<file path="config.mk">
export PLATFORM = sky130hd
export DESIGN_NAME = rau_mul
export DESIGN_NICKNAME = d
export VERILOG_FILES = /design/src/rtl/rau_pkg.sv /design/src/rtl/rau_mul.sv
export SDC_FILE = /design/constraint.sdc
export NUM_CORES = 2
export LEC_CHECK = 0
export ABC_AREA = 1
export BUFFER_PORTS_ARGS = -buffer_cell sky130_fd_sc_hd__buf_2
export CORE_AREA = 2 2 309 311
export DETAILED_ROUTE_END_ITERATION = 7
export DIE_AREA = 0 0 311 313
export GPL_ROUTABILITY_DRIVEN = 0
export HOLD_SLACK_MARGIN = 0.06
export PLACE_DENSITY_LB_ADDON = 0.08
export SLEW_MARGIN = 20
export SYNTH_ARGS = -nofsm -noshare
export SYNTH_HDL_FRONTEND = slang
export SYNTH_SLANG_ARGS = --single-unit
</file>
<file path="constraint.sdc">
create_clock -name clk_i -period 7.26 [get_ports clk_i]
set_input_delay 0.726 -clock clk_i [delete_from_list [all_inputs] [get_ports clk_i]]
set_output_delay 0.726 -clock clk_i [all_outputs]
set_load 0.03 [all_outputs]
</file>
<file path="src/rtl/rau_pkg.sv">
// shared types and constants for the rational arithmetic unit
package rau_pkg;

  localparam int unsigned WideBits = 64;

  localparam logic [1:0] OP_ADD = 2'd0;
  localparam logic [1:0] OP_SUB = 2'd1;
  localparam logic [1:0] OP_MUL = 2'd2;
  localparam logic [1:0] OP_DIV = 2'd3;

  localparam logic [1:0] ST_OK   = 2'd0;
  localparam logic [1:0] ST_DIV0 = 2'd1;
  localparam logic [1:0] ST_OVF  = 2'd2;

  typedef struct packed {
    logic                start;
    logic [WideBits-1:0] dividend;
    logic [WideBits-1:0] divisor;
  } div_req_t;

  typedef struct packed {
    logic                done;
    logic [WideBits-1:0] quotient;
  } div_rsp_t;

endpackage

</file>
<file path="src/rtl/rau_mul.sv">
// registered signed multiplier shared by the cross products
module rau_mul (
  input  logic                               clk_i,
  input  logic signed [32:0]                 a_i,
  input  logic signed [32:0]                 b_i,
  output logic        [rau_pkg::WideBits-1:0] p_o
);

  logic signed [65:0] prod;

  assign prod = a_i * b_i;

  always_ff @(posedge clk_i) begin
    p_o <= prod[rau_pkg::WideBits-1:0];
  end

endmodule

</file>
-- Word-level counts from Yosys, hierarchy flattened
Index checks and enable logic that the tools add are counted.
- register bits after elaboration: 64
- bits of input ports: 67
- output and inout port bits: 64
- logic and storage cells: 2
- $mul: 1
- operator list (kind ; number):
    multiplier 33 x 33 -> 64 bit ; 1

-- Longest topological paths before layout
- depth after elaboration: 1
- gate-level depth with buffers: 32

-- Least setup slack after synthesis
OpenSTA, ideal clock, no wires.
- path type: input to register
- start: input a_i[32]
- end: register p_o[50] (netlist bit)
- setup time: 0.113 ns
- data arrival time: 7.575 ns
- setup slack: -0.428 ns
- cell stages on the path: 26
- path buffers: 2
- cells stage by stage: clkbuf_1 clkbuf_1 nand2_1 inv_1 fa_1 fa_1 fa_1 inv_1 fa_1 inv_1 fa_1 fa_1 fa_1 inv_1 fa_1 inv_1 ha_1 nand2_1 nor2_1 inv_1 nor3_2 nand2_1 nor3_2 nand2_1 nand4_1 nand2_1
- cells in the longest elaborated chain, start to end: 1
- RTL lines (what ; line ; RTL):
    start: declaration ; rau_mul.sv:4 ; input logic signed [32:0] a_i,
    multiplier 33 x 33 -> 64 bit ; rau_mul.sv:11 ; assign prod = a_i * b_i;
    net prod[50] ; rau_mul.sv:9 ; logic signed [65:0] prod;
    end signal: assignment ; rau_mul.sv:14 ; p_o <= prod[rau_pkg::WideBits-1:0];
    end: declaration ; rau_mul.sv:6 ; output logic [rau_pkg::WideBits-1:0] p_o
The timed path passes the listed nets, and every way through them passes these cells.

-- Worst setup path after layout
- start: input b_i[8]
- end: register p_o[59] (netlist bit)
- cells in the longest elaborated chain, start to end: 1
- RTL lines (what ; line ; RTL):
    start: declaration ; rau_mul.sv:5 ; input logic signed [32:0] b_i,
    multiplier 33 x 33 -> 64 bit ; rau_mul.sv:11 ;
    net prod[59] ; rau_mul.sv:9 ;
The timed path passes the listed nets, and every way through them passes these cells.

==> impl_metrics.toml <==
[critical_path]
slowest_delay_ns = 0.62
cp_max_fo = 10
cp_top_family = "adder cells"
start_kind = "input pin"
cpMaxStageDelayCell = "fa_2"
cp.buffers_inverters = 11
critical_path_required_ns = 7.52
crit_arrival_ns = 7.30
worstSetupEndpointType = "register"
path_class = "input pin to register"
cpMostUsedCell = "fa_1"

[grt]
grt_max_degree = 26
antenna_found_initial = 5
first_global_vias = 35500
grt_overflow = 0
grt.total_usage = 0.271
grt_pass1_wl_um = 202000

[floorplan]
dieArea_sq_um = 97300
die_w_um = 311
initial_core_util = 0.446
placementRows = 113
ios = 131
die_h_um = 313
core_area_sq_um = 94200

[route]
dr.pass1.iters = 5
drc = 0
wl_per_cell_um = 17.8
drt_iter0_drc = 1789
drtAntennaViolNets = 0
finalWirelength_um = 124000
avgViaCountPerCell = 4.69
vias = 32700

[clock_network]
clock-sinks = 64
cts_hold_buf = 0
cts_max_level = 3
path_clk_slew_ns = 0.08
cts_buffer_depth = 2
cts_tree = "done"
cts_made_buffers = 9
cts_root_buffer = "clkbuf_16"

[timing]
maxSlewViolCount = 0
clock.fmax_mhz = 142
rsz0062_at_grt = "yes"
worst_pin_slew_ns = 0.713
period_minus_slack_ns = 7.03
finalSetupViolations = 0
hold_violations = 0
relSlewSlack = 0.524
setup_tns_ns = 0
holdWs_ns = 1.15
fin_crit_sh = 0.969

[synth]
synth.ff_latch_count = 64
seq_area_frac_synth = 0.0305
synth_cell_type_count = 32
synthCells = 5349
synth_edf_count = 0
ys.flop_type = "dfxtp_1"
syn_area_sq_um = 42000
postSynthAreaPerCell_sq_um = 7.86
async_flop_share = 0
postSynthNetCount = 6753
yosysWarnings = 0

[cells_and_area]
finalNonFillerCells = 6963
largest_reg_flops = 64
syn_to_final_growth_pct = 15.4
regMostFlops = "p_o"
drive_above_1_share = 0.140
reg.largest.list = "p_o: 64 flops"
fin_nets = 7096

[job]
cap_violations = 0

[placement]
portBuffers = 130
dp.cells = 6943
hpwlAfterDp_um = 112000

[status]
status = "completed"

[hold_path]
hold_path_class = "input pin to register"
-- cell usage after synthesis (all sizes together) (6+ instances only) --
| master | number | area (sq um) |
|---|---|---|
| ha | 212 | 2650 |
| clkbuf | 261 | 980 |
| nor2 | 148 | 613 |
| a21oi | 76 | 384 |
| inv | 1799 | 6750 |
| nand4 | 20 | 125 |
| nor3 | 10 | 70.1 |
| nand2 | 1446 | 5470 |
| nand3 | 72 | 390 |
| or2 | 6 | 37.5 |
| o21ai | 43 | 219 |
| xor2 | 31 | 272 |
| dfxtp | 64 | 1280 |
| o21bai | 18 | 135 |
| fa | 1125 | 22500 |
-- tightest hold or removal path, delay by kind of cell --
kind,cells,cell delay [ns]
buffers and inverters,5,0.64
and+or+nand+nor,1,0.08
-- kinds of logic after synthesis --
logic type      count (synthesis)  synth area share
compound gates                143            0.0186
flops                          64            0.0305
xor+xnor                       36           0.00750
buf+inv                      2063             0.184
fa+ha+maj                    1337             0.599
simple gates                 1706             0.160
-- cell type report --
cell class | instances | area, sq um
Tap cell | 1265 | 1580
Inverter | 1800 | 6760
Sequential cell | 64 | 1280
Multi-Input combinational cell | 3222 | 33600
Antenna cell | 1 | 2.50
Clock inverter | 6 | 116
Fill cell | 9397 | 45600
Clock buffer | 10 | 229
Timing Repair Buffer | 595 | 4930
-- cell usage in the layout (no fill, tap or decap), drive strengths merged --
cell / netlist / final
a21o: 5 / 5
a21oi: 76 / 76
and3: 1 / 1
buf: 2 / 575
bufinv: 0 / 3
clkbuf: 261 / 30
clkinv: 1 / 3
clkinvlp: 0 / 2
dfxtp: 64 / 64
diode: 0 / 1
fa: 1125 / 1125
ha: 212 / 212
inv: 1799 / 1798
nand2: 1446 / 1446
nand3: 72 / 72
nand3b: 2 / 2
nand4: 20 / 20
nor2: 148 / 148
nor3: 10 / 10
nor4: 1 / 1
o21a: 1 / 1
o21ai: 43 / 43
o21bai: 18 / 18
or2: 6 / 6
xnor2: 5 / 5
xor2: 31 / 31
-- metal layers --
layer	up-vias	part of all wire	GRT usage
li1	15200	-	-
met1	16600	0.42	0.362
met2	695	0.50	0.477
met3	143	0.046	0.0255
met4	4	0.027	0.0636
met5	-	0.00021	0
-- final timing paths --
check              start       to  depth (start not counted)
setup / recovery  b_i[8]  p_o[59]                         29
hold / removal    b_i[0]   p_o[0]                          6
-- repair_timing --
action	in CTS	in global routing
endpoints found under the setup margin	3	44
setup buffers	0	3
resized for setup	6	188
pin swaps	0	23
-- per-stage QoR --
stage | cell area, sq um | utilization | worst slack [ns]
floorplan | 42100 | - | 0.00436
global placement | 47500 | 0.504 | -0.490
detailed placement | 47500 | 0.504 | -0.446
CTS | 47900 | 0.508 | 0.00436
global route | 48500 | 0.515 | -0.0471
finish | 48500 | 0.515 | 0.226
Power is left out: the tool's default activity adds up to more than one toggle a clock period on the data nets, which glitch-free logic cannot reach.
