## config.mk

```make
export PLATFORM = sky130hd
export DESIGN_NAME = rau_div
export DESIGN_NICKNAME = d
export VERILOG_FILES = /design/src/rtl/rau_pkg.sv /design/src/rtl/rau_div.sv
export SDC_FILE = /design/constraint.sdc
export NUM_CORES = 1
export LEC_CHECK = 0
export ABC_AREA = 1
export BUFFER_PORTS_ARGS = -buffer_cell sky130_fd_sc_hd__buf_2
export CAP_MARGIN = 20
export CELL_PAD_IN_SITES_DETAIL_PLACEMENT = 1
export CELL_PAD_IN_SITES_GLOBAL_PLACEMENT = 1
export CORE_MARGIN = 4
export CORE_UTILIZATION = 31
export DETAILED_ROUTE_END_ITERATION = 8
export GPL_ROUTABILITY_DRIVEN = 0
export PLACE_DENSITY_LB_ADDON = 0.15
export SETUP_SLACK_MARGIN = 0.2
export SLEW_MARGIN = 20
export SYNTH_ARGS = -nofsm -noshare
export SYNTH_HDL_FRONTEND = slang
export SYNTH_SLANG_ARGS = --single-unit
```

## constraint.sdc

```tcl
create_clock -name clk_i -period 4.05 [get_ports clk_i]
set_clock_uncertainty 0.15 [all_clocks]
set_input_delay 0 -clock clk_i [delete_from_list [all_inputs] [get_ports clk_i]]
set_output_delay 0 -clock clk_i [all_outputs]
set_load 0.01 [all_outputs]
```

## src/rtl/rau_pkg.sv

```systemverilog
// shared types and constants for the rational arithmetic unit
package rau_pkg;

  localparam int unsigned WideBits = 64;

  localparam logic [1:0] OP_ADD = 2'd0;
  localparam logic [1:0] OP_SUB = 2'd1;
  localparam logic [1:0] OP_MUL = 2'd2;
  localparam logic [1:0] OP_DIV = 2'd3;

  localparam logic [1:0] ST_OK   = 2'd0;
  localparam logic [1:0] ST_DIV0 = 2'd1;
  localparam logic [1:0] ST_OVF  = 2'd2;

  typedef struct packed {
    logic                start;
    logic [WideBits-1:0] dividend;
    logic [WideBits-1:0] divisor;
  } div_req_t;

  typedef struct packed {
    logic                done;
    logic [WideBits-1:0] quotient;
  } div_rsp_t;

endpackage

```

## src/rtl/rau_div.sv

```systemverilog
// restoring divider, one quotient bit per cycle
module rau_div (
  input  logic              clk_i,
  input  logic              rst_ni,
  input  rau_pkg::div_req_t req_i,
  output rau_pkg::div_rsp_t rsp_o
);

  localparam int unsigned W = rau_pkg::WideBits;

  logic [W:0]           rem_q, rem_d;
  logic [W-1:0]         quo_q, quo_d;
  logic [W-1:0]         dvs_q;
  logic [$clog2(W+1)-1:0] cnt_q, cnt_d;
  logic                 done_q, done_d;
  logic [W:0]           rem_sh, diff;

  always_comb begin
    rem_sh = {rem_q[W-1:0], quo_q[W-1]};
    diff   = rem_sh - {1'b0, dvs_q};
    rem_d  = rem_q;
    quo_d  = quo_q;
    cnt_d  = cnt_q;
    done_d = 1'b0;
    if (req_i.start) begin
      rem_d = '0;
      quo_d = req_i.dividend;
      cnt_d = ($clog2(W+1))'(W);
    end else if (cnt_q != '0) begin
      if (!diff[W]) begin
        rem_d = diff;
        quo_d = {quo_q[W-2:0], 1'b1};
      end else begin
        rem_d = rem_sh;
        quo_d = {quo_q[W-2:0], 1'b0};
      end
      cnt_d = cnt_q - 1'b1;
      done_d = (cnt_q == ($clog2(W+1))'(1));
    end
  end

  always_ff @(posedge clk_i or negedge rst_ni) begin
    if (!rst_ni) begin
      cnt_q  <= '0;
      done_q <= 1'b0;
    end else begin
      cnt_q  <= cnt_d;
      done_q <= done_d;
    end
  end

  always_ff @(posedge clk_i) begin
    rem_q <= rem_d;
    quo_q <= quo_d;
    if (req_i.start) begin
      dvs_q <= req_i.divisor;
    end
  end

  assign rsp_o.done     = done_q;
  assign rsp_o.quotient = quo_q;

endmodule
```

[Word-level counts from Yosys, hierarchy flattened]
Index checks and enable logic that the tools add are counted.
Cells by class
  $add $sub $neg: 2
  equal/unequal tests: 1
  multiplexer cells: 8
  reductions and logical operators: 2
Operator list (number)
  two-way mux 64 bit: 3
  subtractor 65 x 64 -> 65 bit: 1
  two-way mux 7 bit: 2
  == test 7 x 1 -> 1 bit, second input constant: 1
  nonzero test 7 bit: 1
  subtractor 7 x 1 -> 7 bit, second input constant: 1
  two-way mux 1 bit: 3
  nonzero test 2 bit: 1
Storage, ports and cells
  register bits after elaboration: 200

[Logic depth before layout (Yosys ltp)]
Gate-level depths: netlist (run 1).
  depth in word-level cells: 4
  gate-level depth with buffers: 21
  mapped depth without buffers: 20

[Least setup slack after synthesis (run 1)]
OpenSTA, ideal clock, no wires.
  path type: register to register
  from: reg cnt_q[0]
  to: reg quo_q[0] (enable)
  setup time: 0.419 ns
  arrival: 2.370 ns
  data required time: 3.481 ns
  setup slack: 1.111 ns
  stages on the path, launching flop included: 9
  clock period less this slack: 2.939 ns
  path through: dfrtp_1 > inv_1 > ha_1 > nand2_1 > nor2_1 > inv_1 > nor2_1 > buf_2 > inv_1
On the way
  cells in the longest elaborated chain, start to end: 2
Ends and longest elaborated chain
  start, declared: line rau_div.sv:14  | logic [$clog2(W+1)-1:0] cnt_q, cnt_d;
  start signal, assigned: line rau_div.sv:47  | cnt_q <= cnt_d;
  nonzero test 7 bit: line rau_div.sv:29  | end else if (cnt_q != '0) begin
  nonzero test 2 bit (no line)
  end signal, assigned: line rau_div.sv:54  | quo_q <= quo_d;
  end, declared: line rau_div.sv:12  | logic [W-1:0] quo_q, quo_d;
Every way passes these cells.
A chain may end at the register's enable or synchronous reset.

[Worst setup path in the final report (run 1)]
  from: reg quo_q[63]
  to: reg quo_q[0], data pin
On the way
  cells in the longest elaborated chain, start to end: 4
Ends and longest elaborated chain
  subtractor 65 x 64 -> 65 bit: line rau_div.sv:20  | diff = rem_sh - {1'b0, dvs_q};
  two-way mux 1 bit: line rau_div.sv:30  | if (!diff[W]) begin
  two-way mux 64 bit: line rau_div.sv:29
  two-way mux 64 bit: line rau_div.sv:25  | if (req_i.start) begin
  via quo_d[0]: line rau_div.sv:12
The timed path passes the listed nets, and every way through them passes these cells. The select of a mux whose other input is x is not followed.

==> results_dict.tcl, run 1 <==
set metrics [dict create \
    status "complete, no violations" \
    slowest_stage "nand2_2" \
    root_buffer "clkbuf_16" \
    start_util_pct 31.6 \
    criticalPathCategory "flip-flop to flip-flop" \
    drt_first_pass_iters 5 \
    worst_r2r_path_depth 18 \
    coreArea_sq_um 45700 \
    wl_met1_microns 23400 \
    io_pins 196 \
    drtIter0Drc 568 \
    synth_cell_types 36 \
    die_h_microns 224 \
    max_freq_mhz 302 \
    path_clk_slew_ns 0.08 \
    synth-edff-count 128 \
    tns_ns 0 \
    grt_pass1_wl_microns 80700 \
    min_path_cells 2 \
    route.met2.wl_microns 22800 \
    grt_usage_pct 20.3 \
    ys.flop_type "edfxtp_1" \
    netlist_instances 2284 \
    post_cts.repair.setup_buffers 0 \
    cellLeakagePower_nw 10.1 \
    gr-total-overflow 0 \
    pre_cts_slack_ns 0.713 \
    num_rows 78 \
    cp_slowest_stage_delay_ns 0.42 \
    whs_endpoint "dvs_q[5]$_DFFE_PP_" \
    hold_viol_final 0 \
    power.density_nw_per_um2 298 \
    hpwl_microns 39400 \
    r2r-end "quo_q[0]$_DFFE_PP_" \
    cts_tree "done" \
    vias 14280 \
    drive_gt1_share_pct 10.5 \
    critical_path_arrival_ns 3.38 \
    routed_wl_microns 49900 \
    vias_per_cell 4.44 \
    grt_max_degree 72 \
    rrSetupSlack_ns 0.74 \
    ys_seq_area_share_pct 36.9 \
    cts_max_level 4 \
    multi_input_area_sq_um 7010 \
    crit_path_start_kind "flip-flop" \
    final_cell_mix "nand2_1, inv_1, buf_2, dlygate4sd3_1, edfxtp_1" \
    postSynthAreaPerCell_sq_um 6.31 \
    vdd_drop_max_uv 311 \
    fin_crit_ns 3.31 \
    drc 0 \
    hold_path_class "primary input to flip-flop" \
    seqCellArea_sq_um 5330 \
    rsz0062_at_grt "false" \
    slew_headroom_pct 38.6 \
    cp_common_cell "nand2_2" \
    drv_slew 0 \
    endpoint_kind "flip-flop" \
    cts.sinks 200 \
    grt_pass1_vias 15133 \
    die_area_sq_um 50000 \
    synth-seq-cells 200 \
    antenna_found_initial 3 \
    final_common_cell "nand2_1" \
    cts_buffers 17 \
    holdCritStartpoint "req_i[5]" \
    syn-num-nets 2482 \
    port_buffers 195 \
    syn_to_final_growth_pct 24.7 \
    cap_violations 0 \
    routed.top_layer "met4" \
    max_slew.worst_pin.slew_ns 0.921 \
    crit_chain "inv_1 > ha_1 > fa_1 > inv_1 > nand2_1 > nand2_1 > nand3_1 > nand2_2 > nand2_1 > nand2_2 > nand2_2 > nand2_2 > nand2_4 > nand2_4 > nand2_1 > nand2_2 > buf_12 > o21ai_1" \
    detail-route-antenna-nets 0 \
    required_ns 4.11 \
    netlist_area_sq_um 14400 \
    yosysWarnings 0 \
    clockBufferDepth 2 \
    period_share_pct 81.8 \
    fin_nets 2795 \
    synth-async-reset-ratio_pct 4.00 \
    fillers 5987 \
    worstSkewPairLatency_ns 0.51 \
    dr_wl_met3_microns 2010 \
    setup_ws_ns 0.738 \
    path_delay_family "simple AND/OR/NAND/NOR gates" \
    die-width_microns 224 \
    r2r_start "quo_q[63]$_DFFE_PP_" \
    worstPathMaxFanout 23 \
    crit_buf_inv 3 \
    hold-worst-slack_ns 0.0609 \
    finalSetupViolCount 0 \
    wire_per_inst_microns 15.5 \
]
-- worst max-delay path by stage --
stage                         start                      to  slack (ns)  cells after the start
3_5_place_dp    quo_q[63]$_DFFE_PP_      quo_q[0]$_DFFE_PP_        0.71                     18
5_1_grt         quo_q[63]$_DFFE_PP_  rem_q[29]$_SDFFE_PP0P_        0.41                     20
2_1_floorplan  cnt_q[0]$_DFFE_PN0P_      quo_q[0]$_DFFE_PP_        1.11                      8
3_3_place_gp    quo_q[63]$_DFFE_PP_      quo_q[0]$_DFFE_PP_        0.84                     18
4_1_cts         quo_q[63]$_DFFE_PP_      quo_q[0]$_DFFE_PP_        0.69                     18
6_report        quo_q[63]$_DFFE_PP_      quo_q[0]$_DFFE_PP_        0.74                     18
-- through the flow --
stage	total power, mW	utilization [%]	cells	instance area, sq um
after floorplan	3.14	-	2284	14400
after global placement	3.54	35.2	3044	16100
after detailed placement	3.57	35.2	3044	16100
after CTS	5.47	39.4	3210	18000
after global routing	5.70	39.4	3213	18000
final	5.36	39.4	3213	18000
-- flip-flops by register name, indices dropped and copies added (netlist names) --
register / count
done_q: 1
dvs_q: 64
rem_q: 64
quo_q: 64
cnt_q: 7
-- cell usage after synthesis (4+ instances only) --
cell | n | area [sq um]
nand2_1 | 1076 | 4040
inv_1 | 492 | 1850
edfxtp_1 | 128 | 3840
nand3_1 | 126 | 631
nor2_1 | 114 | 428
ha_1 | 66 | 826
dfxtp_1 | 64 | 1280
a21oi_1 | 42 | 210
clkbuf_1 | 27 | 101
xnor2_1 | 27 | 236
nor3_1 | 17 | 85.1
nand2_2 | 14 | 87.6
o21ai_0 | 13 | 65.1
nand4_1 | 11 | 68.8
dfrtp_1 | 8 | 200
buf_6 | 7 | 78.8
buf_2 | 6 | 30.0
xor2_1 | 6 | 52.6
inv_2 | 5 | 18.8
nor2_2 | 5 | 31.3
nor2_4 | 5 | 56.3
nand3b_1 | 4 | 30.0
-- per-layer routing --
layer | GRT usage, % | vias up
met5 | 0 | -
met4 | 7.68 | 0
met3 | 3.88 | 67
met2 | 33.6 | 246
met1 | 26.5 | 6536
li1 | - | 7431
-- cell families (layout without fill, tap and decap cells) --
group | count (synthesis) | in the layout | synth area share [%]
AO/OA/AOI/OAI | 58 | 58 | 2.05
XOR/XNOR | 33 | 33 | 2.00
adder cells (fa/ha/maj) | 67 | 67 | 5.86
buffers and inverters | 542 | 868 | 14.6
flip-flops | 200 | 200 | 36.9
other | 0 | 3 | 0
AND/OR/NAND/NOR | 1384 | 1384 | 38.6
-- what timing repair did --
item / CTS / global route
hold endpoints to repair: 184 / 0
resized for setup: 0 / 0
hold buffers: 134 / 0
-- power breakdown --
part	switching [mW]	total (mW)	internal (mW)
Combinational	0.656	1.08	0.428
Clock	0.907	1.74	0.837
Sequential	0.113	2.53	2.42
-- area by class of cell --
class / count / share of cell area [%]
flip-flops and latches: 200 / 29.6
well taps: 600 / 4.17
multi-input cells: 1542 / 39.0
clock buffers: 20 / 2.48
inverters: 499 / 10.4
diodes: 3 / 0.0417
repair buffers: 337 / 13.6
clock inverters: 12 / 0.723
No activity file was read; power rests on OpenSTA's default activity.
==> inputs of run 2 (changes only) <==
--- a/config.mk
+++ b/config.mk
@@ -5,7 +5,7 @@
 export SDC_FILE = /design/constraint.sdc
 export NUM_CORES = 1
 export LEC_CHECK = 0
-export ABC_AREA = 1
+export ABC_AREA = 0
 export BUFFER_PORTS_ARGS = -buffer_cell sky130_fd_sc_hd__buf_2
 export CAP_MARGIN = 20
 export CELL_PAD_IN_SITES_DETAIL_PLACEMENT = 1
==> constraint.sdc (replaced) <==
create_clock -name clk_i -period 2.7 [get_ports clk_i]
set_clock_uncertainty 0.15 [all_clocks]
set_input_delay 0 -clock clk_i [delete_from_list [all_inputs] [get_ports clk_i]]
set_output_delay 0 -clock clk_i [all_outputs]
set_load 0.01 [all_outputs]
==> run 2 against run 1 <==
The run now ends with negative setup slack left. Register-to-register slack worse by 1.3 ns. First-iteration DRC count is 7.4% lower. Critical path depth is 3 lower. Fmax is 2.0% higher. Worst hold slack better by 0.0054 ns. Sequential share of layout area is 1.8 points lower. Clock-buffer cell count is 2 lower. Non-clock buffer count is 349 higher. Total power is 100% higher. Worst setup slack worse by 1.3 ns. Sequential power is 57% higher. Critical path type unchanged. Highest routed layer unchanged.
==> results_dict.tcl, run 2 <==
set metrics [dict create \
    status "finished with violations" \
    failed_checks "negative setup slack" \
    swShare_pct 34.6 \
    worstSkewPairLatency_ns 0.49 \
    finalSetupViolCount 65 \
    p_seq_share_pct 37.1 \
    seqCellArea_sq_um 5330 \
    fin_crit_ns 3.25 \
    critical_path_arrival_ns 3.45 \
    synth-edff-count 128 \
    final_cell_mix "buf_4, buf_2, dlygate4sd3_1, nand2_1, edfxtp_1" \
    combPwrFrac_pct 38.1 \
    fin_nets 2107 \
    grt_pass1_vias 13075 \
    cts_tree "done" \
    max_slew.worst_pin.slew_ns 1.06 \
    synth-seq-cells 200 \
    p_int_mw 7.02 \
    drc 0 \
    fillers 4305 \
    hold_path_class "primary input to flip-flop" \
    synthMuxAreaShare_pct 6.96 \
    p_switching_mw 3.71 \
    coreArea_sq_um 37900 \
    vias 12080 \
    io_pins 196 \
    synth.top_cell.area_share_pct 32.0 \
    top_regs "dvs_q x64, quo_q x64, rem_q x64" \
    vdd_drop_max_uv 458 \
    syn-num-nets 1468 \
    synthAdderAreaFrac_pct 7.03 \
    multi_input_area_sq_um 6970 \
    detail-route-antenna-nets 0 \
    hold_viol_final 0 \
    netlist_area_sq_um 12000 \
    ys_seq_area_share_pct 44.3 \
    path_clk_slew_ns 0.09 \
    rsz0062_at_grt "true" \
    fin_util_pct 50.5 \
    num_rows 71 \
    cap_violations 0 \
    cts.sinks 200 \
    synth-xor-area-share_pct 4.59 \
    synth-async-reset-ratio_pct 4.00 \
    start_util_pct 31.7 \
    synth_compound_area_share_pct 18.2 \
    cts_max_level 4 \
    required_ns 2.91 \
    stdcell_count 2434 \
    tns_ns -28.32 \
    cellLeakagePower_nw 8.51 \
    endpoint_kind "flip-flop" \
    max_freq_mhz 308 \
    die_area_sq_um 42000 \
    crit_path_start_kind "flip-flop" \
    postSynthAreaPerCell_sq_um 9.47 \
    final_common_cell "buf_4" \
    dp_cells 2243 \
    grt_max_degree 65 \
    cts_buffers 17 \
    synth_cell_types 73 \
    die_h_microns 205 \
    drt_first_pass_iters 5 \
    clockBufferDepth 2 \
    drtIter0Drc 526 \
    vias_per_cell 4.96 \
    hpwl_microns 32600 \
    die-width_microns 205 \
    postPlaceCellArea_sq_um 16000 \
    power.density_nw_per_um2 561 \
    netlist_instances 1270 \
    period_share_pct 120 \
    netlist_top_cells_count "nand2_1, edfxtp_1, nor2_1" \
    antenna_found_initial 2 \
    root_buffer "clkbuf_16" \
    synth_top_family_by_area "compound AO/OA/AOI/OAI gates" \
    port_buffers 195 \
    syn_to_final_growth_pct 59.1 \
    ys.flop_type "edfxtp_1" \
    gr-total-overflow 0 \
    grt_usage_pct 21.8 \
    slew_headroom_pct 29.5 \
    clock_power_share_pct 24.8 \
    synth_top_area_cell "edfxtp_1" \
    criticalPathCategory "flip-flop to flip-flop" \
    yosysMostFrequentCell "nand2_1" \
    synthSimpleGateAreaFrac_pct 13.9 \
    synthTopCellsByArea "edfxtp_1, dfxtp_1, ha_1" \
    grt_pass1_wl_microns 71600 \
    wire_per_inst_microns 19.2 \
    drv_slew 0 \
    setup_ws_ns -0.546 \
    drive_gt1_share_pct 42.1 \
    routed_wl_microns 46800 \
    final_cell_area_sq_um 19100 \
    yosysWarnings 0 \
    worstPathMaxFanout 5 \
]
[run 2: layout make-up]
| type | instances | share of cell area, % |
|---|---|---|
| diodes | 2 | 0.0261 |
| flip-flops and latches | 200 | 27.8 |
| clock inverters | 13 | 0.797 |
| well taps | 511 | 3.34 |
| repair buffers | 686 | 27.7 |
| inverters | 84 | 1.67 |
| multi-input cells | 920 | 36.4 |
| clock buffers | 18 | 2.24 |
[run 2: per-stage QoR]
| step | power [mW] | setup WS, ns | hold slack [ns] |
|---|---|---|---|
| final | 10.7 | -0.546 | 0.0663 |
| after global routing | 11.3 | -0.720 | 0.0572 |
| after CTS | 10.6 | -0.471 | 0.0447 |
| after detailed placement | 7.59 | -0.699 | -0.274 |
| after global placement | 7.51 | -0.626 | -0.272 |
| after floorplan | 5.84 | -0.275 | -0.446 |
[run 2: what timing repair did]
action                     in CTS  in global routing
cloned                          6                  2
buffers inserted               12                  6
setup endpoints to repair      65                 65
hold endpoints to repair      172                  0
pin swaps                      40                 35
hold buffers                  132                  0
resized for setup             124                 77
[run 2: worst max-delay path: stages (launching register included)]
cell and delay [ns]:
edfxtp_1 0.38, inv_1 0.06, ha_2 0.18, fa_2 0.34, nand2b_4 0.16, a21oi_4 0.18
o41ai_4 0.08, a21oi_2 0.25, a211oi_2 0.13, buf_4 0.17, a31oi_4 0.18, and3_4 0.28
buf_12 0.14, buf_16 0.14, mux2i_2 0.21, o22ai_1 0.09
[run 2: power by group through the flow]
| stage | Clock, mW | Combinational (mW) | Sequential (mW) |
|---|---|---|---|
| floorplan | 0 | 1.75 | 4.09 |
| global placement | 0 | 3.52 | 4.00 |
| detailed placement | 0 | 3.57 | 4.02 |
| CTS | 2.75 | 3.93 | 3.97 |
| global route | 2.85 | 4.46 | 4.03 |
| finish | 2.66 | 4.09 | 3.98 |
[run 2: cells by family (layout without fill, tap and decap cells)]
group,count (synthesis),count (layout)
mux,75,75
fa+ha+maj,67,67
other cells,0,2
flops,200,200
simple gates,371,371
compound gates,344,344
buf+inv,150,801
xor+xnor,63,63
[run 2: worst paths after layout]
path	slack, ns	start	cells after the start	endpoint
max in group asynchronous	1.71	rst_ni	3	cnt_q[5]$_DFFE_PN0P_
max	-0.55	quo_q[63]$_DFFE_PP_	15	rem_q[62]$_SDFFE_PP0P_
min	0.07	req_i[20]	2	dvs_q[20]$_DFFE_PP_
max reg2reg	-0.55	quo_q[63]$_DFFE_PP_	15	rem_q[62]$_SDFFE_PP0P_
min in group asynchronous	0.39	rst_ni	3	cnt_q[2]$_DFFE_PN0P_
min reg2reg	0.34	rem_q[27]$_SDFFE_PP0P_	2	rem_q[27]$_SDFFE_PP0P_
[run 2: layer usage]
layer / GRT usage, % / wire, microns / vias to the layer above
met1: 26.4 / 20300 / 5956
li1: - / - / 5877
met2: 39.6 / 24200 / 185
met5: 0 / 0 / -
met4: 6.65 / 1050 / 0
met3: 3.42 / 1240 / 62
